### src/rtl/rc4_pkg.sv
// shared types and constants of the rc4 engine
// no dependencies; imported by every rtl module of the block
package rc4_pkg;

    localparam int PERM_DEPTH = 256;

    typedef logic [7:0] byte_t;

    // tuser codes on the input stream
    localparam logic KIND_KEY  = 1'b0;
    localparam logic KIND_DATA = 1'b1;

    localparam byte_t LAST_INDEX = 8'hFF;

    // one request per cycle to the permutation ram, holding a write and a read
    typedef struct packed {
        logic  clear;
        logic  we;
        byte_t waddr;
        byte_t wdata;
        byte_t raddr;
    } perm_req_t;

    typedef enum logic [4:0] {
        ST_IDLE = 5'b00001,
        ST_RD_P = 5'b00010,
        ST_RD_Q = 5'b00100,
        ST_WR_P = 5'b01000,
        ST_WR_Q = 5'b10000
    } state_t;

endpackage

### src/rtl/rc4_key_ram.sv
// key byte store, one write and one registered read per cycle
// depends on rc4_pkg
module rc4_key_ram import rc4_pkg::*; #(
    parameter int DEPTH = 256,
    parameter int AW    = 8
) (
    input  logic          aclk,
    input  logic          we,
    input  logic [AW-1:0] waddr,
    input  byte_t         wdata,
    input  logic [AW-1:0] raddr,
    output byte_t         rdata
);

    byte_t mem_reg [DEPTH];
    byte_t rdata_reg;

    always_ff @(posedge aclk) begin
        if (we) begin
            mem_reg[waddr] <= wdata;
        end
        rdata_reg <= mem_reg[raddr];
    end

    assign rdata = rdata_reg;

endmodule
### config.mk
export PLATFORM = sky130hd
export DESIGN_NAME = rc4_key_ram
export DESIGN_NICKNAME = d
export VERILOG_FILES = /design/src/rtl/rc4_pkg.sv /design/src/rtl/rc4_key_ram.sv
export SDC_FILE = /design/constraint.sdc
export NUM_CORES = 2
export LEC_CHECK = 0
export BUFFER_PORTS_ARGS = -buffer_cell sky130_fd_sc_hd__buf_2
export CORE_MARGIN = 2
export CORE_UTILIZATION = 63
export DETAILED_ROUTE_END_ITERATION = 8
export PLACE_DENSITY = 0.78
export SETUP_SLACK_MARGIN = 0.5
export SLEW_MARGIN = 20
export SYNTH_ARGS = -nofsm -noshare
export SYNTH_HDL_FRONTEND = slang
export SYNTH_SLANG_ARGS = --single-unit
export TNS_END_PERCENT = 30
### constraint.sdc
create_clock -name aclk -period 5.1 [get_ports aclk]
set_clock_uncertainty 0.2 [all_clocks]
set_input_delay 0.765 -clock aclk [delete_from_list [all_inputs] [get_ports aclk]]
set_output_delay 0.765 -clock aclk [all_outputs]
set_load 0.1 [all_outputs]
Word level (Yosys, flattened, before mapping)
Memories as Yosys holds them, arrays and structs flattened. A register that Yosys moved wholly into a read port is not among the register bits.
Cells that the tools add are included.
{ "word_totals": {"out_inout_bits": 8, "n_memories": 1, "in_bits": 26, "word_cells": 3, "mem_bits_rw": 2048, "ff_bits": 0} }
{ "op_classes": {"muxes": 2} }
{ "memory_table": {"columns": ["memory", "words", "width", "read_ports", "rd_clocked_by_memory_dff", "wr", "line_no", "text"], "rows": [
  ["mem_reg", 256, 8, 1, 1, 1, "rc4_key_ram.sv:15", "byte_t mem_reg [DEPTH];"]
]} }
{ "op_table": {"columns": ["cell", "count"], "rows": [
  ["$mux W1", 2]
]} }

Longest topological paths before layout
{ "depth": {"depth_word": 2, "depth_mapped": 11, "depth_no_buf": 6} }

Least setup slack after synthesis
No wires, ideal clock.
{ "synth_timing": {"path_kind": "in2reg", "from": "in raddr[0]", "to": "reg rdata_reg[2], in the netlist rdata[2], read port of mem_reg", "stages": 9, "setup_slack_ns": 2.197, "t_required_ns": 4.769, "n_path_buf": 4, "setup_time_ns": 0.131, "arrival_time_ns": 2.572, "path_cell_list": "buf_6 > buf_12 > buf_8 > buf_2 > mux4_2 > a22oi_1 > a21oi_1 > nor4_1 > nor4_2"} }
{ "synth_rtl": {"columns": ["element", "line_no", "text"], "rows": [
  ["from (decl)", "rc4_key_ram.sv:11", "input logic [AW-1:0] raddr,"],
  ["to (decl)", "rc4_key_ram.sv:16", "byte_t rdata_reg;"]
]} }

==> impl_metrics.py <==
metrics = {
    "run_status": {
        "status": "completed",
    },
    "floorplanning": {
        "rows": 130,
        "die_h_um": 359,
        "die_x_um": 359,
        "pin_count": 34,
        "start_util_pct": 63.4,
        "core_area_um2": 125000,
        "die_area_um2": 129000,
    },
    "min_path": {
        "hold_path_class": "in -> reg",
        "min_from": "wdata[0]",
    },
    "synth": {
        "synth-edff-count": 2048,
        "syn_area_um2": 79600,
        "ys_ff_latch": 2056,
        "seq_area_frac_synth_pct": 77.5,
        "yosysTopAreaCell": "edfxtp_1",
        "synth-main-ff-cell": "edfxtp_1",
        "avgSynthCellArea_um2": 21.3,
        "synth.distinct_cells": 55,
        "synth_fp_nets": 3759,
        "synthArstFlopShare_pct": 0,
        "synth_common_cells": "edfxtp_1, mux4_2, nor2_1",
        "ys_warn_count": 0,
        "synth_most_common_cell": "edfxtp_1",
        "synth_area_leaders": "edfxtp_1, mux4_2, mux2i_1",
        "syn_inst": 3733,
        "synth_top_area_share_pct": 77.3,
    },
    "drt": {
        "vias": 40328,
        "routed_wl_um": 194000,
        "vias_per_cell": 7.10,
        "wl_per_cell_um": 34.2,
        "drt-pass1-iter-count": 8,
        "drcViolationCount": 0,
        "drt.antenna.violating_nets": 0,
        "dr.first_iter.drc_count": 6606,
    },
    "worst_setup_path": {
        "worst-path-stages": 10,
        "path_cells": "buf_8 > buf_12 > or2b_1 > buf_4 > o221ai_1 > o211ai_1 > a21oi_1 > nor4_1 > buf_4 > nor4_2",
        "crit_type": "in -> reg",
        "slowest_delay_ns": 0.84,
        "critPathSlowestCell": "nor4_1",
        "reg2reg_to": "rdata[3]",
        "cp-endpoint": "rdata[2]",
        "cp-start-kind": "input port",
        "path_common_cell": "buf_4",
        "worst_ep_required_time_ns": 5.62,
        "crit_start": "raddr[1]",
        "cp.arrival_ns": 4.31,
        "r2r_start": "mem_reg[83][3]",
        "critical_path_peak_fanout": 97,
        "critPathCaptureType": "flop",
        "critPathTopFamily": "buffers and inverters",
        "cp_num_buf_inv": 4,
        "r2r_slack_ns": 1.99,
        "r2r_cells": 6,
    },
    "cells_and_area": {
        "fin_nets": 3888,
        "syn2layout_area_growth_pct": 10.8,
        "largest_reg_flops": 2048,
        "drive_above_1_share_pct": 22.7,
        "instances_no_fill": 5683,
        "final_util_pct": 70.3,
    },
    "clock_network": {
        "ctsResizeCount": 0,
        "holdBufCountCts": 0,
        "clock_sinks": 2056,
        "htree_num_levels": 4,
        "clock_latency_ns": 0.85,
        "cts_setup_buffers": 0,
        "cts_tree": "done",
        "cts_max_path_buffers": 3,
        "clockRootBuffer": "clkbuf_16",
        "clkTransAtPathRegs_ns": 0.07,
        "numCtsBuffers": 194,
    },
    "sta": {
        "tns_ns": 0,
        "fmax_ghz": 0.264,
        "final.min_clock_period_ns": 3.79,
        "post-route-period-util_pct": 74.4,
        "worstMarginPinSlew_ns": 1.16,
        "setup_viol": 0,
        "final-max-slew-violation-count": 0,
        "hold_viol": 0,
        "slew_headroom_pct": 22.4,
        "rsz0062_at_grt": "no",
    },
    "global_route": {
        "met1_usage_pct": 42.5,
        "met3_usage_pct": 8.31,
        "grt.total_usage_pct": 30.5,
        "grt_pass1_vias": 40100,
        "grt.overflow.total": 0,
        "grt_max_degree": 142,
        "grt_use_met2_pct": 47.1,
        "antenna_found_initial": 14,
        "grt_pass1_wl_um": 282000,
        "grt.busiest_layer": "met2",
    },
    "pwr": {
        "power.total_mw": 34.9,
        "p_leak_nw": 27.3,
        "vdd_ir_drop_max_v": 0.000534,
        "p_per_area_nw_per_um2": 396,
    },
    "placed_design": {
        "place_congestion": 0.881,
        "dp.cells": 5316,
        "portBuffers": 33,
        "post-dp-hpwl_um": 115000,
    },
    "job": {
        "maxCapViolCount": 0,
    },
}
## layout make-up
cell class              instances  area, um^2
flip-flops and latches       2056       61700
fillers                      7076       37300
multi-input cells            1442       16500
clock buffers                 242        5130
well taps                    1650        2060
repair buffers                166        1530
clock inverters               121        1230
diodes                          4        10.0
inverters                       2        7.51
## through the flow
stage                     hold slack, ns  setup WS [ns]  area [um^2]
after floorplan                    0.570           2.20        79600
after global placement             0.728          0.621        81800
after detailed placement           0.752          0.641        81800
after CTS                          0.324           1.47        88100
after global routing               0.380           1.23        88100
final                              0.344           1.31        88100
## routing by layer
layer / vias up / part of all wire (%) / wire [um]
met2: 2919 / 48 / 92600
li1: 15955 / - / -
met3: 498 / 13 / 24600
met1: 20940 / 36 / 69300
met5: - / 0.051 / 99
met4: 16 / 3.9 / 7510
## power breakdown
part           leakage, nW  switching (mW)  internal, mW  total, mW
sequential            18.5          0.0445          18.6       18.7
clock                 3.12            6.31          8.18       14.5
combinational         5.71            1.19         0.575       1.76
## worst min-delay path by stage
stage                           end  slack (ns)  cells after the start
CTS                 mem_reg[211][0]        0.32                      1
global route        mem_reg[211][0]        0.38                      1
finish              mem_reg[211][0]        0.34                      1
global placement           rdata[5]        0.73                      6
floorplan                  rdata[3]        0.57                      6
detailed placement         rdata[5]        0.75                      6
## placed cells by master, fill, tap and decap left out, drive strengths merged, types with 2 or more instances in the layout
cell | netlist | layout
inv | 1 | 10
a21oi | 96 | 96
or2 | 4 | 4
a31oi | 2 | 2
mux2i | 134 | 134
nand2 | 33 | 33
mux4 | 456 | 456
nand3b | 2 | 2
o32ai | 5 | 5
a311oi | 2 | 2
o221ai | 47 | 47
a22o | 8 | 8
o211ai | 10 | 10
dfxtp | 8 | 8
clkinv | 1 | 92
a2111oi | 5 | 5
nor2b | 31 | 31
diode | 0 | 4
buf | 122 | 158
clkbuf | 111 | 250
nor4 | 27 | 27
o22a | 5 | 5
nor3 | 22 | 22
and3b | 2 | 2
o22ai | 28 | 28
bufinv | 0 | 20
a221oi | 14 | 14
a211oi | 16 | 16
o21ai | 12 | 12
a22oi | 133 | 133
edfxtp | 2048 | 2048
and2 | 6 | 6
nand2b | 8 | 8
nand4 | 10 | 10
nor2 | 282 | 282
nand3 | 34 | 34
## logic make-up (layout without fill, tap and decap cells)
| kind of cell | count (synthesis) | after routing | synth area share [%] |
|---|---|---|---|
| flops | 2056 | 2056 | 77.5 |
| simple gates | 466 | 466 | 2.63 |
| mux | 591 | 591 | 14.6 |
| other cells | 0 | 4 | 0 |
| compound gates | 385 | 385 | 3.42 |
| buf+inv | 235 | 531 | 1.83 |
Power figures use the tool's default switching activity.
