[config.mk]
export PLATFORM = sky130hd
export DESIGN_NAME = rc4_perm_ram
export DESIGN_NICKNAME = d
export VERILOG_FILES = /design/src/rtl/rc4_pkg.sv /design/src/rtl/rc4_perm_ram.sv
export SDC_FILE = /design/constraint.sdc
export NUM_CORES = 2
export LEC_CHECK = 0
export BUFFER_PORTS_ARGS = -buffer_cell sky130_fd_sc_hd__buf_2
export CORE_ASPECT_RATIO = 0.5
export CORE_UTILIZATION = 40
export DETAILED_ROUTE_END_ITERATION = 8
export SETUP_SLACK_MARGIN = 0.2
export SLEW_MARGIN = 20
export SYNTH_ARGS = -nofsm -noshare
export SYNTH_HDL_FRONTEND = slang
export SYNTH_SLANG_ARGS = --single-unit
export TNS_END_PERCENT = 30
[constraint.sdc]
create_clock -name aclk -period 2.1 [get_ports aclk]
set_input_delay 0 -clock aclk [delete_from_list [all_inputs] [get_ports aclk]]
set_output_delay 0 -clock aclk [all_outputs]
set_load 0.02 [all_outputs]
[src/rtl/rc4_pkg.sv]
// shared types and constants of the rc4 engine
// no dependencies; imported by every rtl module of the block
package rc4_pkg;

    localparam int PERM_DEPTH = 256;

    typedef logic [7:0] byte_t;

    // tuser codes on the input stream
    localparam logic KIND_KEY  = 1'b0;
    localparam logic KIND_DATA = 1'b1;

    localparam byte_t LAST_INDEX = 8'hFF;

    // one request per cycle to the permutation ram, holding a write and a read
    typedef struct packed {
        logic  clear;
        logic  we;
        byte_t waddr;
        byte_t wdata;
        byte_t raddr;
    } perm_req_t;

    typedef enum logic [4:0] {
        ST_IDLE = 5'b00001,
        ST_RD_P = 5'b00010,
        ST_RD_Q = 5'b00100,
        ST_WR_P = 5'b01000,
        ST_WR_Q = 5'b10000
    } state_t;

endpackage

[src/rtl/rc4_perm_ram.sv]
// 256 x 8 permutation ram, one write and one registered read per cycle
// per-entry valid bits make an unwritten entry read as its own index
// depends on rc4_pkg
module rc4_perm_ram import rc4_pkg::*; (
    input  logic      aclk,
    input  logic      aresetn,
    input  perm_req_t req,
    output byte_t     rdata
);

    byte_t                  mem_reg [PERM_DEPTH];
    logic [PERM_DEPTH-1:0]  valid_reg;
    byte_t                  rd_data_reg;
    byte_t                  rd_addr_reg;
    logic                   rd_valid_reg;

    always_ff @(posedge aclk) begin
        if (req.we) begin
            mem_reg[req.waddr] <= req.wdata;
        end
        rd_data_reg <= mem_reg[req.raddr];
        rd_addr_reg <= req.raddr;
    end

    // clear restores the identity permutation by clearing every valid bit
    always_ff @(posedge aclk) begin
        if (!aresetn) begin
            valid_reg    <= '0;
            rd_valid_reg <= 1'b0;
        end else begin
            if (req.clear) begin
                valid_reg <= '0;
            end else if (req.we) begin
                valid_reg[req.waddr] <= 1'b1;
            end
            rd_valid_reg <= valid_reg[req.raddr];
        end
    end

    assign rdata = rd_valid_reg ? rd_data_reg : rd_addr_reg;

endmodule

# After elaboration in Yosys (flattened, before gate mapping)
# Memories as Yosys holds them, arrays and structs flattened. A register that Yosys moved wholly into a read port is not among the register bits.
# Index checks and enable logic that the tools add are counted.
word_totals:
  input_bits: 28
  ff_bits: 265
  out_inout_bits: 8
  ramBits: 2048
  memories: 1
  word_cells: 18
mem_list:
  columns: ["memory", "depth", "width", "rd", "rd_ports_with_merged_regs", "wr", "line_no", "source"]
  rows:
  - ["mem_reg", 256, 8, 1, 1, 1, "rc4_perm_ram.sv:11", "byte_t mem_reg [PERM_DEPTH];"]
op_classes:
  bitwise_logic: 2
  order_cmp: 3
  mux: 7
  reduce_logical: 2
ops:
  columns: ["op", "n"]
  rows:
  - ["$or 256x256->256", 1]
  - ["$lt 8x9->1 const B", 2]
  - ["$bmux 1 s8", 1]
  - ["$demux 1 s8", 1]
  - ["$ge 8x1->1 const B", 1]
  - ["$mux 8", 1]
  - ["$mux 1", 4]
  - ["$reduce_or 2->1", 1]
  - ["$logic_and 1x1->1", 1]
  - ["$not 1->1", 1]

# Logic depth before layout (Yosys ltp)
depth:
  word_depth: 5
  depth_mapped: 13
  mapped_depth_nobuf: 7

# Worst setup path after synthesis
# No wires, ideal clock.
synth_timing:
  kind: "input -> register"
  startpoint: "in req[0] (netlist name)"
  endpoint: "reg rd_valid_reg"
  required_time_ps: 1983
  t_arrival_ps: 2032
  n_path_buf: 3
  setup_time_ps: 117
  path_stages: 9
  slack_ps: -48
  path_cell_list: "buf_6 -> buf_6 -> buf_4 -> mux4_2 -> mux4_2 -> or3_1 -> nand4b_1 -> a211oi_1 -> a22o_1"
synth_between:
  elab_chain_len: 2
synth_rtl:
  columns: ["element", "line_no", "source"]
  rows:
  - ["start: declaration", "rc4_perm_ram.sv:7", "input perm_req_t req,"]
  - ["$bmux 1 s8", "rc4_perm_ram.sv:36", "rd_valid_reg <= valid_reg[req.raddr];"]
  - ["$mux 1 (implied by the code)", "rc4_perm_ram.sv:36", null]
  - ["end signal: assignment", "rc4_perm_ram.sv:36", null]
  - ["end: declaration", "rc4_perm_ram.sv:15", "logic rd_valid_reg;"]
# No other way between the ends. The select of a mux whose other input is x is not followed.
# A chain may end at the register's enable or synchronous reset.

# Worst setup path in the final report
layout_timing:
  startpoint: "reg valid_reg[95]"
  endpoint: "reg rd_valid_reg"
layout_between:
  elab_chain_len: 2
layout_rtl:
  columns: ["element", "line_no", "source"]
  rows:
  - ["start: declaration", "rc4_perm_ram.sv:12", "logic [PERM_DEPTH-1:0] valid_reg;"]
  - ["start signal: assignment", "rc4_perm_ram.sv:28", "valid_reg <= '0;"]
  - ["start signal: assignment", "rc4_perm_ram.sv:32", "valid_reg <= '0;"]
  - ["start signal: indexed assignment", "rc4_perm_ram.sv:34", "valid_reg[req.waddr] <= 1'b1;"]
  - ["$bmux 1 s8", "rc4_perm_ram.sv:36", null]
  - ["$mux 1 (implied by the code)", "rc4_perm_ram.sv:36", null]
# No other way between the ends. The select of a mux whose other input is x is not followed.

==> metrics.md <==
| Metric | Value |
|---|---|
| R2r endpoint | rd_valid_reg |
| Fill cells | around 18000 |
| Dpl hpwl | 150200 um |
| Die area | 224600 um^2 |
| # rows | 122 |
| CP arrival | ~3000 ps |
| Synth Net Count | 4401 |
| CP required | 2850 ps |
| Outcome | finished, violations left |
| Core ar. | 221200 um^2 |
| Final instance area | 105500 um^2 |
| Htree depth | 4 |
| Core Util, Final | 47.68% |
| Layout cell share with drive strength beyond 1 | 33.30% |
| Worst Clk Skew | 49.78 ps |
| Starting Density | 40.26% |
| Syn avg cell area | 20.36 um^2 |
| Synthesis-to-layout area growth | 18.44% |
| First-pass GRT wire length | 329600 um |
| Endpoints failing setup | 7 |
| Post-DRT Antenna Nets | 0 |
| CTS tree | built |
| IO Pins | 36 |
| Iter 0 DRT Violations | 5234 |
| Total clock sinks | 2321 |
| CTS Buf Count | 209 |
| Vias/cell | 5.553 |
| Static leakage | 0.03409 uW |
| Synth Flop Type | edfxtp_1 |
| Max reg flops | 2048 |
| Worst flop-to-flop path startpoint | valid_reg[95] |
| Hold EP | rd_valid_reg |
| Largest net degree at the start of global routing | 110 |
| Sequential area share after synthesis | 75.21% |
| Post-synth EDFFs | 2048 |
| Critical Path End Type | flip-flop |
| Min-delay worst type | input pin to flip-flop |
| Total gr overflow | 0 |
| Nets | 5108 |
| Seq cells post-synth | 2321 |
| WL/cell | 27.67 um |
| Residual DRC | 0 |
| Fmax | 0.4392 GHz |
| Failing checks | setup timing |
| Final worst path period need | 2277 ps |
| Root Driver | clkbuf_16 |
| Die Ht | 335.6 um |
| Final GP Congestion | 0.8569 |
| Synthesized cell area | just under 90000 um^2 |
| Power per cell area | 882.5 nW/um^2 |
| Total detailed-routing wirelength | 227700 um |
| Critical Path Fanout Max | 2 |
| Final worst-path cycle share | 108.4% |
| Worst setup margin | -176.6 ps |
| RSZ-0062 raised after global routing | yes |
| Commonest non-fill, non-tap cell in the layout | edfxtp_1 |
| Worst slew margin | 41.45% |
| Die Wd | around 670 um |
| Least-Margin Pin Slew | 878.2 ps |
| Async SR Flop Fraction | 0% |
| Clock slew at reported path FFs | 70 ps |
| CP Launch Type | flip-flop |
| Clk Latency, worst-skew pair | around 850 ps |
| WS Path Type | flip-flop to flip-flop |
| Port Buffer Count | 35 |
| CTS Buffer Depth | 4 |
| Synthesized instance count | between 4000 and 5000 |
| Antenna violations before repair | 18 |
| Placed Area | 98250 um^2 |
| Most frequent cells in the layout | edfxtp_1 (2048), nor2_1 (722), mux4_2 (659) |
| R2R cell count | 6 |
| Aggregate global-route resource usage | roughly a fifth |
| Worst hold path depth | 5 |
| Vias in the first global route | 46200 |
| Max rail drop VDD | 0.6918 mV |
| Max-Cap Viols | 0 |
| Synthesis Warnings | 0 |
| Internal reg-to-reg setup slack | -180 ps |
| HP Start | req[7] |
| Cell variety after synth | 44 |
| Post-CTS Setup Repair Bufs | 0 |
| Vias | 45700 |
| Max-slew violations | 0 |
| Final hold violations | 0 |
| First-pass DRT Iterations | 5 |
-- layer usage --
layer / global-route usage [%] / up-vias / wire length [um]
li1: - / 19160 / -
met1: 29.70 / 24380 / 98740
met2: 31.41 / 1841 / 105500
met3: 4.015 / 315 / 18620
met4: 4.462 / 6 / 4829
met5: 0 / - / 28
-- synth_stat cells (23+ instances only) --
cell type | count | share of area (%)
buf_6 | 23 | 0.29
clkbuf_1 | 101 | 0.43
buf_2 | 72 | 0.40
dfxtp_1 | 273 | 6.1
edfxtp_1 | 2048 | 69
buf_4 | 34 | 0.29
o22ai_1 | 54 | 0.38
nand3_1 | 32 | 0.18
mux2i_1 | 99 | 1.1
nor2_1 | 728 | 3.1
o21ba_2 | 29 | 0.33
mux4_2 | 659 | 17
a22oi_1 | 34 | 0.29
nand2_1 | 45 | 0.19
-- worst max-delay path by stage --
stage,start,cells after the start,endpoint
floorplan,req[0],10,rd_valid_reg
global placement,req[0],11,rd_valid_reg
detailed placement,req[0],9,rd_data_reg[4]
CTS,valid_reg[95],6,rd_valid_reg
global route,valid_reg[95],6,rd_valid_reg
finish,valid_reg[95],6,rd_valid_reg
-- power breakdown --
part | internal [uW] | switching (uW)
Clock | 20900 | 16700
Combinational | 2220 | 2910
Sequential | 50200 | 46.6
Total | 73400 | 19700
-- worst max-delay path, stage by stage (launching register included) --
cell,delay [ps]
dfxtp_2,320
mux4_2,470
mux4_2,610
or3_1,360
nand4b_1,120
a211oi_1,80
a22o_1,220
-- per-stage QoR --
stage | std cells | hold slack [ps] | setup WS [ps] | TNS (ps) | total power, uW
after CTS | 8226 | 0.9800 | -185.8 | -674.1 | 93730
after global placement | 7813 | 390.0 | -1071 | -5968 | 56230
final | 8230 | 52.45 | -176.6 | -472.4 | 93060
after detailed placement | 7813 | 389.7 | -627.3 | -5797 | 56330
after global routing | 8227 | 41.46 | -197.1 | -1093 | 95710
after floorplan | 4373 | 27.72 | 3.246 | 0 | 53800
-- layout make-up --
cell class	instances	area (um^2)	share of cell area, %
Clock buffer	269	5603	5.313
Tap cell	2976	3724	3.531
Inverter	5	23.77	0.02254
Timing Repair Buffer	746	7216	6.842
Sequential cell	2321	66970	63.50
Clock inverter	112	1030	0.9764
Multi-Input combinational cell	1797	20890	19.81
Antenna cell	4	10.01	0.009491
-- logic make-up after synthesis --
logic type	Yosys count	share of synthesized area (%)
mux	770	17.93
compound gates	155	1.300
buf+inv	255	1.601
flops	2321	75.21
simple gates	872	3.960
-- what timing repair did --
item	CTS	global route
setup endpoints to repair	17	64
hold buffers	32	0
endpoints found under the hold margin	1834	0
gates resized for setup	27	23
pin swaps	2	0
Power figures use the tool's default switching activity.
